### config.mk
export PLATFORM = sky130hd
export DESIGN_NAME = hcbp_ram
export DESIGN_NICKNAME = d
export VERILOG_FILES = /design/src/design/hcbp_ram.sv
export SDC_FILE = /design/constraint.sdc
export NUM_CORES = 2
export LEC_CHECK = 0
export BUFFER_PORTS_ARGS = -buffer_cell sky130_fd_sc_hd__buf_2
export CELL_PAD_IN_SITES_DETAIL_PLACEMENT = 1
export CELL_PAD_IN_SITES_GLOBAL_PLACEMENT = 2
export CORE_MARGIN = 2
export CORE_UTILIZATION = 46
export DETAILED_ROUTE_END_ITERATION = 12
export PLACE_DENSITY = 0.87
export REMOVE_ABC_BUFFERS = 1
export SYNTH_ARGS = -nofsm -noshare
export SYNTH_HDL_FRONTEND = slang
export SYNTH_SLANG_ARGS = --single-unit
### constraint.sdc
create_clock -name i_clk -period 2.1 [get_ports i_clk]
set_input_delay 0.315 -clock i_clk [delete_from_list [all_inputs] [get_ports i_clk]]
set_output_delay 0.315 -clock i_clk [all_outputs]
set_load 0.1 [all_outputs]
### src/design/hcbp_ram.sv
// ----------------------------------------------------------------------------
// hcbp_ram
// Generic single write port, single read port RAM with registered read.
// ----------------------------------------------------------------------------
`default_nettype none

module hcbp_ram #(
    parameter int WIDTH = 8,
    parameter int DEPTH = 256
) (
    input  logic                     i_clk,
    input  logic                     i_we,
    input  logic [$clog2(DEPTH)-1:0] i_waddr,
    input  logic [WIDTH-1:0]         i_wdata,
    input  logic [$clog2(DEPTH)-1:0] i_raddr,
    output logic [WIDTH-1:0]         o_rdata
);

    logic [WIDTH-1:0] r_mem [DEPTH];
    logic [WIDTH-1:0] r_rdata;

    always_ff @(posedge i_clk) begin
        if (i_we) begin
            r_mem[i_waddr] <= i_wdata;
        end
        r_rdata <= r_mem[i_raddr];
    end

    assign o_rdata = r_rdata;

endmodule

`default_nettype wire

==> results_dict.tcl <==
set metrics [dict create \
    status "finished, violations left" \
    violations "setup timing" \
    fillerInstances 14800 \
    yosys.area.top_type "edfxtp_1" \
    synthCells 3733 \
    drv_cap 0 \
    area_growth_pct 19.9 \
    rows 152 \
    synth.distinct_cells 55 \
    dpl.hpwl_um 150000 \
    grt_first_pass_wirelength_um 353000 \
    switching_share_pct 22.7 \
    clk_pin_slew_ns 0.07 \
    r2r_slack_ns -0.45 \
    crit_fanout 2 \
    synth_area_mm2 0.0796 \
    netlist_top_cells_area "edfxtp_1, mux4_2, mux2i_1" \
    synth_edf_count 2048 \
    cts_root_buffer "clkbuf_16" \
    io_buffers 33 \
    routed_wirelength_um 252000 \
    final_common_cell "edfxtp_1" \
    clockBufferDepth 3 \
    ys_ff_latch 2056 \
    vdd_ir_drop_max_uv 754 \
    layout_common_cells "edfxtp_1, buf_4, mux4_2" \
    timing.final.ws_setup_ns -0.453 \
    antenna_left 0 \
    setup_viol 9 \
    worstPathRequired_ns 2.84 \
    period_share_pct 122 \
    nets 4549 \
    die_area_mm2 0.176 \
    antenna_found_initial 12 \
    min_to "r_mem[186][1]" \
    drive_gt1_share_pct 34.4 \
    p_comb_share_pct 6.4 \
    drc 0 \
    ys.flop_type "edfxtp_1" \
    p_sw_mw 19.8 \
    hold_start "i_wdata[1]" \
    firstDrtPassIters 6 \
    start_util_pct 46.3 \
    yosysTopAreaCellShare_pct 77.3 \
    io_pins 34 \
    syn_area_per_cell_um2 21.3 \
    worst_pin_slew_ns 0.828 \
    r2r_cells 8 \
    timing.rr.end "o_rdata[7]" \
    clk_latency_ns 0.87 \
    grt.overflow.total 0 \
    dp_cells 6628 \
    h-tree-depth 4 \
    instances_no_fill 7009 \
    gp_congestion 0.871 \
    grt_pass1_vias 47200 \
    p_leak_nw 31.1 \
    core-area_mm2 0.172 \
    seqPwrFrac_pct 52.0 \
    clock_power_share_pct 41.5 \
    maxSlewViolCount 0 \
    vias_per_cell 6.46 \
    path_class "flip-flop to flip-flop" \
    grt_usage_pct 28.3 \
    fmax_mhz 392 \
    reg2reg_from "r_mem[255][7]" \
    async_flop_share_pct 0 \
    fp.dieH_um 420 \
    numClockSinks 2056 \
    yosys_warnings 0 \
    start_kind "flip-flop" \
    die_width_um 420 \
    tritoncts "done" \
    worstPathArrival_ns 3.29 \
    hold_viol 0 \
    rsz0062_at_grt "yes" \
    intPower_mw 67.3 \
    finalCriticalPeriod_ns 2.55 \
    drt_iter0_drc 7115 \
    yosysSeqAreaShare_pct 77.5 \
    clock_skew_ns 0.0593 \
    end_kind "flip-flop" \
    hold_depth 1 \
    min_path_type "primary input to flip-flop" \
    grt_start_max_net_pins 101 \
    power_density_mw_per_mm2 913 \
    slew_headroom_pct 44.8 \
    cts-buffers-inserted 198 \
    finalPower_mw 87.1 \
    vias 45300 \
    wl_per_cell_um 35.9 \
]
-- logic make-up (layout without fill, tap and decap cells) --
family | after synthesis | after routing | synth area share [%]
AO/OA/AOI/OAI | 385 | 385 | 3.42
buffers and inverters | 235 | 1191 | 1.83
flip-flops | 2056 | 2056 | 77.5
multiplexers | 591 | 591 | 14.6
other | 0 | 10 | 0
AND/OR/NAND/NOR | 466 | 466 | 2.63
-- stage by stage --
step | utilization, % | cell area, um2 | TNS, ns | setup WS (ns) | hold slack (ns)
final | 55.5 | 95400 | -2.06 | -0.453 | 0.116
after global routing | 55.5 | 95400 | -2.04 | -0.432 | 0.126
after CTS | 55.4 | 95200 | -1.79 | -0.401 | 0.100
after detailed placement | 51.4 | 88300 | -24.54 | -1.70 | 0.779
after global placement | 51.4 | 88300 | -7.28 | -1.68 | 0.773
after floorplan | - | 78100 | -4.66 | -0.623 | 0.414
-- synth_stat cells, types with 24 or more instances --
library cell and instances:
edfxtp_1 2048, mux4_2 454, nor2_1 282, mux2i_1 134, a22oi_1 133, clkbuf_1 111, a21oi_1 96, o221ai_1 46
nand3_1 34, nand2_1 33, buf_2 31, nor2b_1 31, o22ai_1 28, buf_4 27, nor4_1 24
-- final cells by class --
type / count / area, um2 / share of cell area (%)
Sequential cell: 2056 / 61700 / 64.6
Multi-Input combinational cell: 1442 / 17000 / 17.8
Timing Repair Buffer: 823 / 7380 / 7.74
Clock buffer: 264 / 5300 / 5.55
Tap cell: 2310 / 2890 / 3.03
Clock inverter: 102 / 1160 / 1.22
Antenna cell: 10 / 25.0 / 0.0262
Inverter: 2 / 11.3 / 0.0118
-- worst max-delay path by stage --
stage	from	end	slack, ns	cells past startpoint
detailed placement	i_raddr[0]	o_rdata[7]	-1.70	11
global route	r_mem[255][7]	o_rdata[7]	-0.43	8
floorplan	i_raddr[2]	o_rdata[6]	-0.62	6
CTS	r_mem[86][7]	o_rdata[7]	-0.40	6
finish	r_mem[255][7]	o_rdata[7]	-0.45	8
global placement	i_raddr[0]	o_rdata[7]	-1.68	11
-- power groups by stage --
| stage | clock (mW) | sequential, mW | combinational (mW) |
|---|---|---|---|
| after global routing | 37.7 | 45.3 | 5.75 |
| after CTS | 36.3 | 45.3 | 5.44 |
| after detailed placement | 0 | 46.2 | 5.21 |
| after floorplan | 0 | 46.4 | 1.59 |
| final | 36.2 | 45.3 | 5.61 |
| after global placement | 0 | 46.1 | 4.98 |
-- worst max-delay path: stages, from the launching register on --
cell	delay, ns
edfxtp_1	0.43
mux2i_1	0.26
o221ai_1	0.37
a21oi_1	0.32
nor3_1	0.09
buf_4	0.18
nor4_2	0.48
buf_4	0.23
nor4_2	0.05
-- state kept, by name, summed over array words and instances (netlist names) --
register / count
o_rdata: 8
r_mem: 2048
-- metal layers --
layer / global-route usage, % / part of all wire (%) / routed length [um]
met2: 46.2 / 49 / 123000
met1: 36.1 / 35 / 88700
met5: 0 / 0.0095 / 24
met3: 5.08 / 9.5 / 24000
met4: 15.2 / 6.2 / 15700
-- repair_timing --
| action | in CTS | in global routing |
|---|---|---|
| buffers inserted | 0 | 0 |
| hold buffers | 6 | 0 |
| gates cloned | 0 | 0 |
| hold endpoints to repair | 224 | 0 |
| pin swaps | 22 | 13 |
| resized for setup | 52 | 32 |
| setup endpoints to repair | 11 | 8 |
No activity file was read; power rests on OpenSTA's default activity.
