$ cat src/design/hcbp_pkg.sv
// ----------------------------------------------------------------------------
// hcbp_pkg
// Shared types and constants of the Huffman code bit packer.
// ----------------------------------------------------------------------------
`default_nettype none

package hcbp_pkg;

    // item kinds
    localparam logic [1:0] KIND_LOAD   = 2'd0;
    localparam logic [1:0] KIND_ENCODE = 2'd1;
    localparam logic [1:0] KIND_FINISH = 2'd2;

    // result places
    localparam logic [1:0] PLACE_DATA = 2'd0;
    localparam logic [1:0] PLACE_HDR0 = 2'd1;
    localparam logic [1:0] PLACE_HDR1 = 2'd2;

    // field widths
    localparam int KIND_W  = 2;
    localparam int SYM_W   = 8;
    localparam int CODE_W  = 32;
    localparam int LEN_W   = 6;
    localparam int BYTE_W  = 8;
    localparam int PLACE_W = 2;
    localparam int BC_W    = 4;
    localparam int TREE_W  = 13;

    // bit window: one held byte plus a longest code
    localparam int ACC_W   = BYTE_W + CODE_W;
    localparam int TOT_W   = 7;
    localparam int PAD_SHIFT = 5;
    localparam int PAD_W   = BYTE_W - PAD_SHIFT;

    // configuration port
    localparam int PADDR_W = 3;
    localparam int PDATA_W = 32;
    localparam logic REG_TREE_LEN = 1'b0;

    // parameter defaults
    localparam int MAX_CODE_LEN_DEF = 32;
    localparam int SYMBOL_COUNT_DEF = 256;

    // result groups: up to four bytes caused by one item
    localparam int GROUP_BYTES = 4;
    localparam int GCNT_W      = 3;
    localparam int GROUP_DEPTH = 4;

    typedef struct packed {
        logic [GROUP_BYTES-1:0][BYTE_W-1:0] bytes;
        logic [GCNT_W-1:0]                  cnt;
        logic                               hdr;
    } t_group;

endpackage

`default_nettype wire

$ cat src/design/hcbp_out_queue.sv
// ----------------------------------------------------------------------------
// hcbp_out_queue
// Queue of result groups, sent out one byte per word.
// ----------------------------------------------------------------------------
`default_nettype none

module hcbp_out_queue (
    input  logic                                            i_clk,
    input  logic                                            i_rst_n,
    input  logic                                            i_grp_valid,
    input  hcbp_pkg::t_group                                i_grp,
    output logic [$clog2(hcbp_pkg::GROUP_DEPTH+1)-1:0]      o_free,
    output logic                                            o_valid,
    input  logic                                            i_ready,
    output logic [hcbp_pkg::BYTE_W-1:0]                     o_byte,
    output logic [hcbp_pkg::PLACE_W-1:0]                    o_place,
    output logic                                            o_last
);

    localparam int PW = $clog2(hcbp_pkg::GROUP_DEPTH);
    localparam int CW = $clog2(hcbp_pkg::GROUP_DEPTH + 1);
    localparam int IW = $clog2(hcbp_pkg::GROUP_BYTES);

    hcbp_pkg::t_group r_grp [hcbp_pkg::GROUP_DEPTH];
    logic [PW-1:0] r_wr_ptr, r_rd_ptr;
    logic [CW-1:0] r_count;
    logic [IW-1:0] r_idx;

    hcbp_pkg::t_group w_head;
    logic w_take, w_pop;

    assign w_head  = r_grp[r_rd_ptr];
    assign o_valid = (r_count != '0);
    assign o_byte  = w_head.bytes[r_idx];
    assign o_last  = (hcbp_pkg::GCNT_W'(r_idx) + hcbp_pkg::GCNT_W'(1)) == w_head.cnt;
    assign o_free  = CW'(hcbp_pkg::GROUP_DEPTH) - r_count;
    assign w_take  = o_valid & i_ready;
    assign w_pop   = w_take & o_last;

    always_comb begin
        o_place = hcbp_pkg::PLACE_DATA;
        if (w_head.hdr) begin
            unique case (r_idx)
                IW'(0):  o_place = hcbp_pkg::PLACE_DATA;
                IW'(1):  o_place = hcbp_pkg::PLACE_HDR0;
                IW'(2):  o_place = hcbp_pkg::PLACE_HDR1;
                default: o_place = hcbp_pkg::PLACE_DATA;
            endcase
        end
    end

    always_ff @(posedge i_clk) begin
        if (i_grp_valid) begin
            r_grp[r_wr_ptr] <= i_grp;
        end
    end

    always_ff @(posedge i_clk) begin
        if (!i_rst_n) begin
            r_wr_ptr <= '0;
            r_rd_ptr <= '0;
            r_count  <= '0;
            r_idx    <= '0;
        end else begin
            if (i_grp_valid) begin
                r_wr_ptr <= r_wr_ptr + PW'(1);
            end
            if (w_pop) begin
                r_rd_ptr <= r_rd_ptr + PW'(1);
            end
            if (i_grp_valid && !w_pop) begin
                r_count <= r_count + CW'(1);
            end else if (!i_grp_valid && w_pop) begin
                r_count <= r_count - CW'(1);
            end
            if (w_take) begin
                r_idx <= o_last ? '0 : r_idx + IW'(1);
            end
        end
    end

endmodule

`default_nettype wire

$ cat config.mk
export PLATFORM = sky130hd
export DESIGN_NAME = hcbp_out_queue
export DESIGN_NICKNAME = d
export VERILOG_FILES = /design/src/design/hcbp_pkg.sv /design/src/design/hcbp_out_queue.sv
export SDC_FILE = /design/constraint.sdc
export NUM_CORES = 1
export LEC_CHECK = 0
export BUFFER_PORTS_ARGS = -buffer_cell sky130_fd_sc_hd__buf_2
export CORE_MARGIN = 5
export CORE_UTILIZATION = 63
export CTS_BUF_LIST = sky130_fd_sc_hd__clkbuf_4 sky130_fd_sc_hd__clkbuf_8 sky130_fd_sc_hd__clkbuf_16
export DETAILED_ROUTE_END_ITERATION = 6
export MAX_ROUTING_LAYER = met4
export PLACE_DENSITY = 0.85
export RECOVER_POWER = 25
export SLEW_MARGIN = 15
export SYNTH_ARGS = -nofsm -noshare
export SYNTH_HDL_FRONTEND = slang
export SYNTH_SLANG_ARGS = --single-unit
$ cat constraint.sdc
create_clock -name i_clk -period 7.59 [get_ports i_clk]
set_clock_uncertainty 0.1 [all_clocks]
set_input_delay 1.518 -clock i_clk [delete_from_list [all_inputs] [get_ports i_clk]]
set_output_delay 1.518 -clock i_clk [all_outputs]
set_load 0.02 [all_outputs]
==> flow_summary_export.csv <==
group,metric,value,unit
worst_setup_path,crit_required,5.97,ns
worst_setup_path,start_kind,"flop",
place,placed_cells,458,
cells_and_area,final_util,74.16,%
grt,grt_pass1_wl,17280,um
clock_network,cts_sinks,155,
route,vias_per_cell,5.837,
worst_setup_path,cp_max_fo,40,
clock_network,holdBufCountCts,0,
pwr,p_leak,2.354,nW
timing,setup_violations,0,
worst_setup_path,path_delay_family,"flip-flops",
worst_setup_path,crit_type,"flop to primary output",
clock_network,cts_tree,"yes",
logic_synthesis,synth-xor-area-share,0.5721,%
logic_synthesis,synth-adder-area-share,2.370,%
logic_synthesis,synthesis.area,6123,sq um
grt,track_usage,21.84,%
logic_synthesis,synth_warnings,0,
floorplanning,initial_core_util,63.53,%
route,wl_per_cell,22.35,um
floorplanning,ios,55,
pwr,power_density,304.7,nW/um^2
logic_synthesis,synth_cells,281,
clock_network,cts-root-buf,"clkbuf_8",
logic_synthesis,syn_area_per_cell,21.79,sq um
timing,relSlewSlack,29.28,%
clock_network,clock_latency,0.53,ns
timing,drv_slew,0,
timing,tightest_slew,1.061,ns
clock_network,cts_htree_levels,4,
cells_and_area,drive_above_1_share,32.77,%
timing,holdWs,0.3702,ns
timing,final.setup.tns,0,ns
logic_synthesis,synth_top_family_by_area,"multiplexers",
logic_synthesis,synth_compound_area_share,1.287,%
clock_network,clock_path_buffers,2,
cells_and_area,nets,395,
clock_network,numCtsBuffers,17,
clock_network,post_cts_buffers,0,
logic_synthesis,synthDistinctLibCells,34,
cells_and_area,final-seq-area,4547,sq um
place,io_buffers,54,
cells_and_area,layout_common_cells,"144 x edfxtp_1, 42 x mux4_2, 29 x buf_2",
logic_synthesis,synth-simple-area-share,2.738,%
logic_synthesis,synth_seq_cells,155,
grt,grt_antenna_before_repair,1,
timing,max_freq,211.4,MHz
cells_and_area,final_common_cell,"edfxtp_1",
place,dpl.hpwl,5788,um
clock_network,clkTransAtPathRegs,0.06,ns
grt,grt_pass1_vias,3041,
timing,grt_setup_unrepaired,"false",
pwr,ir_worst_vdd,0.2172,mV
route,drc_errors,0,
cells_and_area,fillers,579,
worst_setup_path,crit_path_end_kind,"primary output",
logic_synthesis,synthMuxAreaShare,17.37,%
logic_synthesis,syn_nets,332,
pwr,power.total,2.178,mW
run,max-cap-violations,0,
status,status,"complete, no violations",
cells_and_area,synthToLayoutAreaGrowth,16.73,%
route,drt_iter0_markers,209,
route,vias,2866,
floorplanning,die_area,11790,sq um
route,routed_wl,10980,um
worst_hold_path,hold_class,"flop to flop",
place,gp_congestion,0.7240,
route,drtPass1Iterations,4,
floorplanning,placementRows,36,
route,ant_nets,0,
floorplanning,core,9639,sq um
floorplanning,die_w,108.6,um
worst_setup_path,crit_buf_inv,1,
timing,worst_slack,2.861,ns
place,placed_area,6524,sq um
cells_and_area,stdcell_count,491,
worst_setup_path,path_cells,"mux2i_1 -> mux2_4 -> o221a_2 -> nor3b_1 -> buf_2",
place,dp_slack,3.407,ns
worst_setup_path,slowest_stage,"dfxtp_2",
timing,hold_viol_final,0,
worst_setup_path,worstPathArrival,3.11,ns
timing,min_period_over_period,62.31,%
floorplanning,die_y,108.6,um
timing,period_minus_slack,4.729,ns
logic_synthesis,ys_seq_area_share,74.21,%
cells_and_area,multiInputGateArea,1495,sq um
grt,overflow,0,
grt,grt_max_degree,41,
cells_and_area,fin_area,7148,sq um
clock_network,cts_resized,0,
worst_setup_path,cpPeakStageDelay,1.03,ns
[registers in the layout, indices dropped and copies added, names as in the netlist, named ones only]
register and count:
r_rd_ptr 2, r_wr_ptr 2, r_idx 2, r_grp 144, r_count 3
[layout make-up]
cell class | count | share of cell area [%]
repair buffers | 55 | 3.448
inverters | 10 | 0.5251
multi-input cells | 105 | 20.92
diodes | 1 | 0.03501
flip-flops and latches | 155 | 63.61
clock inverters | 10 | 2.643
well taps | 133 | 2.328
clock buffers | 22 | 6.494
[final timing paths]
kind,from,end,slack (ns),cells after the start
worst max register to register,flop,r_count[2]$_SDFFE_PN0P_,3.97,11
worst min-delay path,r_rd_ptr[1]$_SDFFE_PN0P_,flop,0.37,2
worst max-delay path,flop,o_last,2.86,5
worst min register to register,r_rd_ptr[1]$_SDFFE_PN0P_,flop,0.37,2
[cells in the mapped netlist (all sizes together)]
library cell	instances	area, sq um
o22ai	2	12.51
or4	1	11.26
xnor2	1	8.760
and2	8	50.05
nor3b	2	15.01
buf	9	43.79
nand2	6	22.52
mux2	3	37.53
nand3	1	5.000
edfxtp	144	4324
clkbuf	2	7.510
fa	1	20.02
nor2b	4	25.02
nand3b	1	7.510
dfxtp	11	220.2
a21boi	3	22.52
ha	10	125.1
or3	1	6.260
xor2	3	26.28
mux4	42	945.9
o31ai	1	7.510
nand2b	2	12.51
inv	10	37.53
o221a	2	31.28
mux2i	8	80.08
nor4b	1	8.760
o21ai	1	5.000
nor2	1	3.750
[tightest hold or removal path, delay by kind of cell, from the launching register on]
| kind | cells | cell delay [ns] |
|---|---|---|
| flops | 1 | 0.31 |
| simple gates | 1 | 0.05 |
| mux | 1 | 0.07 |
[power breakdown]
part	switching, mW	internal [mW]
logic	0.139	0.112
clock network	0.323	0.597
registers	0.0255	0.982
[cells by family after synthesis]
| logic type | count (synthesis) |
|---|---|
| xor+xnor | 4 |
| compound gates | 9 |
| simple gates | 28 |
| flops | 155 |
| mux | 53 |
| fa+ha+maj | 11 |
| buf+inv | 21 |
[metal layers]
metal  wire length (um)  vias up  track usage (%)
met5                  0        -                -
met4                120        0            7.304
met3                633       12            7.104
met2               5710       92            34.38
met1               4510     1480            27.21
li1                   -     1282                -
Power figures use the tool's default switching activity.
