`src/design/hcbp_pkg.sv`:
```
// ----------------------------------------------------------------------------
// hcbp_pkg
// Shared types and constants of the Huffman code bit packer.
// ----------------------------------------------------------------------------
`default_nettype none

package hcbp_pkg;

    // item kinds
    localparam logic [1:0] KIND_LOAD   = 2'd0;
    localparam logic [1:0] KIND_ENCODE = 2'd1;
    localparam logic [1:0] KIND_FINISH = 2'd2;

    // result places
    localparam logic [1:0] PLACE_DATA = 2'd0;
    localparam logic [1:0] PLACE_HDR0 = 2'd1;
    localparam logic [1:0] PLACE_HDR1 = 2'd2;

    // field widths
    localparam int KIND_W  = 2;
    localparam int SYM_W   = 8;
    localparam int CODE_W  = 32;
    localparam int LEN_W   = 6;
    localparam int BYTE_W  = 8;
    localparam int PLACE_W = 2;
    localparam int BC_W    = 4;
    localparam int TREE_W  = 13;

    // bit window: one held byte plus a longest code
    localparam int ACC_W   = BYTE_W + CODE_W;
    localparam int TOT_W   = 7;
    localparam int PAD_SHIFT = 5;
    localparam int PAD_W   = BYTE_W - PAD_SHIFT;

    // configuration port
    localparam int PADDR_W = 3;
    localparam int PDATA_W = 32;
    localparam logic REG_TREE_LEN = 1'b0;

    // parameter defaults
    localparam int MAX_CODE_LEN_DEF = 32;
    localparam int SYMBOL_COUNT_DEF = 256;

    // result groups: up to four bytes caused by one item
    localparam int GROUP_BYTES = 4;
    localparam int GCNT_W      = 3;
    localparam int GROUP_DEPTH = 4;

    typedef struct packed {
        logic [GROUP_BYTES-1:0][BYTE_W-1:0] bytes;
        logic [GCNT_W-1:0]                  cnt;
        logic                               hdr;
    } t_group;

endpackage

`default_nettype wire

```
`src/design/hcbp_packer.sv`:
```
// ----------------------------------------------------------------------------
// hcbp_packer
// Bit packer: merges one looked-up code into the held byte and builds the
// group of bytes that the item causes.
// ----------------------------------------------------------------------------
`default_nettype none

module hcbp_packer (
    input  logic                           i_clk,
    input  logic                           i_rst_n,
    input  logic                           i_valid,
    input  logic                           i_finish,
    input  logic                           i_sym_ok,
    input  logic [hcbp_pkg::CODE_W-1:0]    i_code,
    input  logic [hcbp_pkg::LEN_W-1:0]     i_len,
    input  logic [hcbp_pkg::TREE_W-1:0]    i_tree_len,
    output logic                           o_grp_valid,
    output hcbp_pkg::t_group               o_grp
);

    logic [hcbp_pkg::BYTE_W-1:0] r_pack_byte, n_pack_byte;
    logic [hcbp_pkg::BC_W-1:0]   r_bit_count, n_bit_count;

    logic [hcbp_pkg::LEN_W-1:0]  w_len;
    logic [hcbp_pkg::TOT_W-1:0]  w_total;
    logic [hcbp_pkg::TOT_W-1:0]  w_total_m1;
    logic [hcbp_pkg::TOT_W-1:0]  w_shift;
    logic [hcbp_pkg::TOT_W-1:0]  w_rem;
    logic [hcbp_pkg::GCNT_W-1:0] w_n;
    logic [hcbp_pkg::ACC_W-1:0]  w_acc;
    logic [hcbp_pkg::ACC_W-1:0]  w_acc_sh;
    logic [hcbp_pkg::BC_W-1:0]   w_pad;

    assign w_len      = i_sym_ok ? i_len : '0;
    assign w_total    = hcbp_pkg::TOT_W'(r_bit_count) + hcbp_pkg::TOT_W'(w_len);
    assign w_total_m1 = w_total - hcbp_pkg::TOT_W'(1);
    // bytes flushed before the last new bit goes in
    assign w_n        = w_total_m1[hcbp_pkg::GCNT_W+2:3];
    assign w_shift    = hcbp_pkg::TOT_W'(hcbp_pkg::ACC_W) - hcbp_pkg::TOT_W'(r_bit_count)
                        - hcbp_pkg::TOT_W'(w_len);
    assign w_rem      = w_total - hcbp_pkg::TOT_W'({w_n, 3'b000});
    assign w_acc      = {r_pack_byte, {hcbp_pkg::CODE_W{1'b0}}}
                        | (hcbp_pkg::ACC_W'(i_code) << w_shift);
    assign w_acc_sh   = w_acc << {w_n, 3'b000};
    assign w_pad      = hcbp_pkg::BC_W'(hcbp_pkg::BYTE_W) - r_bit_count;

    always_comb begin
        n_pack_byte = r_pack_byte;
        n_bit_count = r_bit_count;
        o_grp_valid = 1'b0;
        o_grp       = '0;
        if (i_valid && i_finish) begin
            o_grp_valid    = 1'b1;
            o_grp.hdr      = 1'b1;
            o_grp.cnt      = hcbp_pkg::GCNT_W'(3);
            o_grp.bytes[0] = r_pack_byte;
            // padding of eight wraps to zero in the top three bits
            o_grp.bytes[1] = {w_pad[hcbp_pkg::PAD_W-1:0],
                              i_tree_len[hcbp_pkg::TREE_W-1:hcbp_pkg::BYTE_W]};
            o_grp.bytes[2] = i_tree_len[hcbp_pkg::BYTE_W-1:0];
            n_pack_byte    = '0;
            n_bit_count    = '0;
        end else if (i_valid && (w_len != '0)) begin
            o_grp_valid = (w_n != '0);
            o_grp.cnt   = w_n;
            for (int i = 0; i < hcbp_pkg::GROUP_BYTES; i++) begin
                o_grp.bytes[i] = w_acc[hcbp_pkg::ACC_W-1-hcbp_pkg::BYTE_W*i -: hcbp_pkg::BYTE_W];
            end
            n_pack_byte = w_acc_sh[hcbp_pkg::ACC_W-1 -: hcbp_pkg::BYTE_W];
            n_bit_count = w_rem[hcbp_pkg::BC_W-1:0];
        end
    end

    always_ff @(posedge i_clk) begin
        if (!i_rst_n) begin
            r_pack_byte <= '0;
            r_bit_count <= '0;
        end else begin
            r_pack_byte <= n_pack_byte;
            r_bit_count <= n_bit_count;
        end
    end

endmodule

`default_nettype wire

```
`config.mk`:
```
export PLATFORM = sky130hd
export DESIGN_NAME = hcbp_packer
export DESIGN_NICKNAME = d
export VERILOG_FILES = /design/src/design/hcbp_pkg.sv /design/src/design/hcbp_packer.sv
export SDC_FILE = /design/constraint.sdc
export NUM_CORES = 1
export LEC_CHECK = 0
export BUFFER_PORTS_ARGS = -buffer_cell sky130_fd_sc_hd__buf_2
export CAP_MARGIN = 20
export CORE_MARGIN = 2
export CORE_UTILIZATION = 35
export DETAILED_ROUTE_END_ITERATION = 7
export PLACE_DENSITY = 0.61
export SLEW_MARGIN = 5
export SYNTH_ARGS = -nofsm -noshare
export SYNTH_HDL_FRONTEND = slang
export SYNTH_SLANG_ARGS = --single-unit
```
`constraint.sdc`:
```
create_clock -name i_clk -period 5.7 [get_ports i_clk]
set_clock_uncertainty 0.05 [all_clocks]
set_input_delay 0.285 -clock i_clk [delete_from_list [all_inputs] [get_ports i_clk]]
set_output_delay 0.285 -clock i_clk [all_outputs]
set_load 0.02 [all_outputs]
```
==> results.md <==
* GRT overflow at 0
* Setup tns final at 0 ns
* Rows at 40
* # setup viols final at 0
* WHS at about 0.45 ns
* CTS sink count at 12
* Final WL at between 15000 and 20000 um
* Max Clock Freq at about 210 MHz
* Post-route DRC violation count at 0
* Area occupied by multi-input gates at 0.00376 mm2
* Layout area overhead at 13.9%
* First-pass GRT wire length at between 20000 and 25000 um
* WL/cell at approximately 20 um
* Initial antenna violation count at 0
* Worst path slowest cell: ha_2
* Critical path data required time at approximately 5.4 ns
* Yosys top cell area share at 0.152
* Drt pass-1 iters at 5
* Power per standard cell area at roughly 260 mW/mm2
* Top cells by area, synth: mux4_2 15%, mux2i_1 9.5%, mux2_2 6.5%
* Cts hold-fix bufs at 0
* Slew margin rel. at 0.365
* Die Width at ~110 um
* Max stage delay on crit path at between 0.7 and 0.8 ns
* Sequential area share after synthesis at 0.0559
* Hold Crit Class: input pin to flop
* Vias per cell at around 6.4
* Worst path cell trace: inv_1 -> ha_1 -> xnor2_1 -> ha_2 -> buf_4 -> mux2i_1 -> mux4_2 -> and3_1 -> o32a_1 -> o21ai_0 -> a21oi_1 -> nor2_1 -> buf_2
* Worst slew pin tran at about 0.95 ns
* Number of global-route vias before repair at between 4000 and 5000
* Largest net degree at the start of global routing at 42
* Post-synthesis cell type count at 65
* Largest area contributor in the synthesized netlist: mux4_2
* Core Region at between 0.01 and 0.015 mm2
* Period Utilization, post-route at 0.827
* Initial Util at 0.358
* CTS tree: done
* Layout cells sized above 1 at 0.274
* I/O Buffers at between 90 and 100
* CP Class: flop to output pin
* Async set or reset register ratio after synthesis at 0
* Setup crit end kind: output pin
* DIE AREA at ~0.013 mm2
* CTS H-tree lvls at 1
* Most common cell after layout, fill and taps aside: buf_2
* Clock Path Buffers at 2
* Post-DRT Antenna Nets at 0
* Mapped Cells at 574
* GP Congestion at between 0.9 and 1
* Max-cap violation count at 0
* Most used DFF post-synth: dfxtp_1
* Chip height at about 110 um
* Post-CTS setup buffers at 0
* Most frequent cells in the layout: 92 x buf_2, 71 x nand2_1, 49 x nor2_1
* Tmin final at about 4.7 ns
* Fillers at between 1000 and 1500
* Post-synthesis register bit count at 12
* Total CTS buffers at 3
* Static leakage at 2.07 nW
* Via count at roughly 5000
* Antenna diodes at 0
* Final Hold Vio Count at 0
* Mapped Avg Cell Area at between 7 and 8 um2
* CTS root buf: clkbuf_16
* Clk_lat worst skew at 0.25 ns
* Number of flops mapped to enable cells by yosys at 0
* Crit path DAT at 4.38 ns
* Max Slew Vio Count at 0
* Reg area at between 200 and 250 um2
* Io pins at a little over 90
* Status: complete, no violations
* Initial drt markers at around 430
* Worst-path clk slew at roughly 0.050 ns
* Post-cts gate resize count at 0
* Syn Nets at around 640
* Fin nets at ~700
* Tot GR Track Use at 0.230
* DP HPWL at about 12000 um
* Ys Warns at 0
* RSZ-0062 raised after global routing: false
* VDD IR max at about 0.000085 V
* Crit Path Max Fanout at 30
* Worst Setup Start Kind: flop
* Synthesized cell area at approximately 0.0043 mm2
metal layers:
layer | global-route usage | wire length [um] | up-vias
met1 | 0.332 | 7120 | 2394
met3 | 0.0332 | 1240 | 23
li1 | - | - | 2313
met2 | 0.360 | 7020 | 248
met4 | 0.0627 | 337 | 0
met5 | 0 | 0 | -
power by group:
group	switching, mW	leakage, nW	internal, mW
Sequential	0.00667	0.0975	0.0904
Combinational	0.634	1.93	0.398
Clock	0.0428	0.0442	0.106
worst max-delay path: cells and delay by family (launching register included):
family / cells / cell delay (ns)
fa+ha+maj: 2 / 1.29
simple gates: 2 / 0.34
mux: 2 / 0.68
flops: 1 / 0.41
compound gates: 3 / 0.62
buf+inv: 3 / 0.62
xor+xnor: 1 / 0.14
layout make-up:
class,count,area share
Clock buffer,4,0.0181
Inverter,20,0.0153
Multi-Input combinational cell,494,0.768
Sequential cell,12,0.0490
Tap cell,147,0.0375
Timing Repair Buffer,104,0.112
cells by family (layout without fill, tap and decap cells):
| group | count (synthesis) | after routing | share of synthesized area |
|---|---|---|---|
| AO/OA/AOI/OAI | 174 | 174 | 0.278 |
| AND/OR/NAND/NOR | 200 | 200 | 0.218 |
| XOR/XNOR | 12 | 12 | 0.0244 |
| adder cells (fa/ha/maj) | 13 | 13 | 0.0378 |
| flip-flops | 12 | 12 | 0.0559 |
| multiplexers | 95 | 95 | 0.313 |
| buffers and inverters | 68 | 128 | 0.0730 |
sequential cells by signal, indices dropped and copies added (netlist names):
name / count
r_bit_count: 4
r_pack_byte: 8
stage by stage:
| stage | power (mW) | utilization | cell area (um2) | setup slack, ns | std cells |
|---|---|---|---|---|---|
| CTS | 1.25 | 0.408 | 4900 | 1.05 | 781 |
| detailed placement | 1.10 | 0.401 | 4810 | 1.14 | 777 |
| global placement | 1.09 | 0.401 | 4810 | 1.25 | 777 |
| global route | 1.36 | 0.408 | 4900 | 0.799 | 781 |
| finish | 1.28 | 0.408 | 4900 | 0.988 | 781 |
| floorplan | 0.840 | - | 4300 | 2.03 | 574 |
final timing paths:
check	start	end	slack [ns]	depth (start not counted)
max	r_bit_count[2]	o_grp[4]	0.99	13
min	i_rst_n	r_pack_byte[4]	0.45	4
max reg2reg	r_bit_count[2]	r_pack_byte[0]	1.49	12
min reg2reg	r_bit_count[3]	r_bit_count[3]	0.50	2
Yosys cell counts, types with 13 or more instances:
library cell	count
mux4_2	29
nor2_1	49
a211oi_1	14
nand3_1	17
buf_2	16
clkbuf_1	20
a22o_1	13
ha_1	13
nand2_1	71
o21ai_0	42
mux2i_1	41
inv_1	19
mux2_2	25
a21oi_1	26
Note: power is estimated with default switching activity, not from simulation.
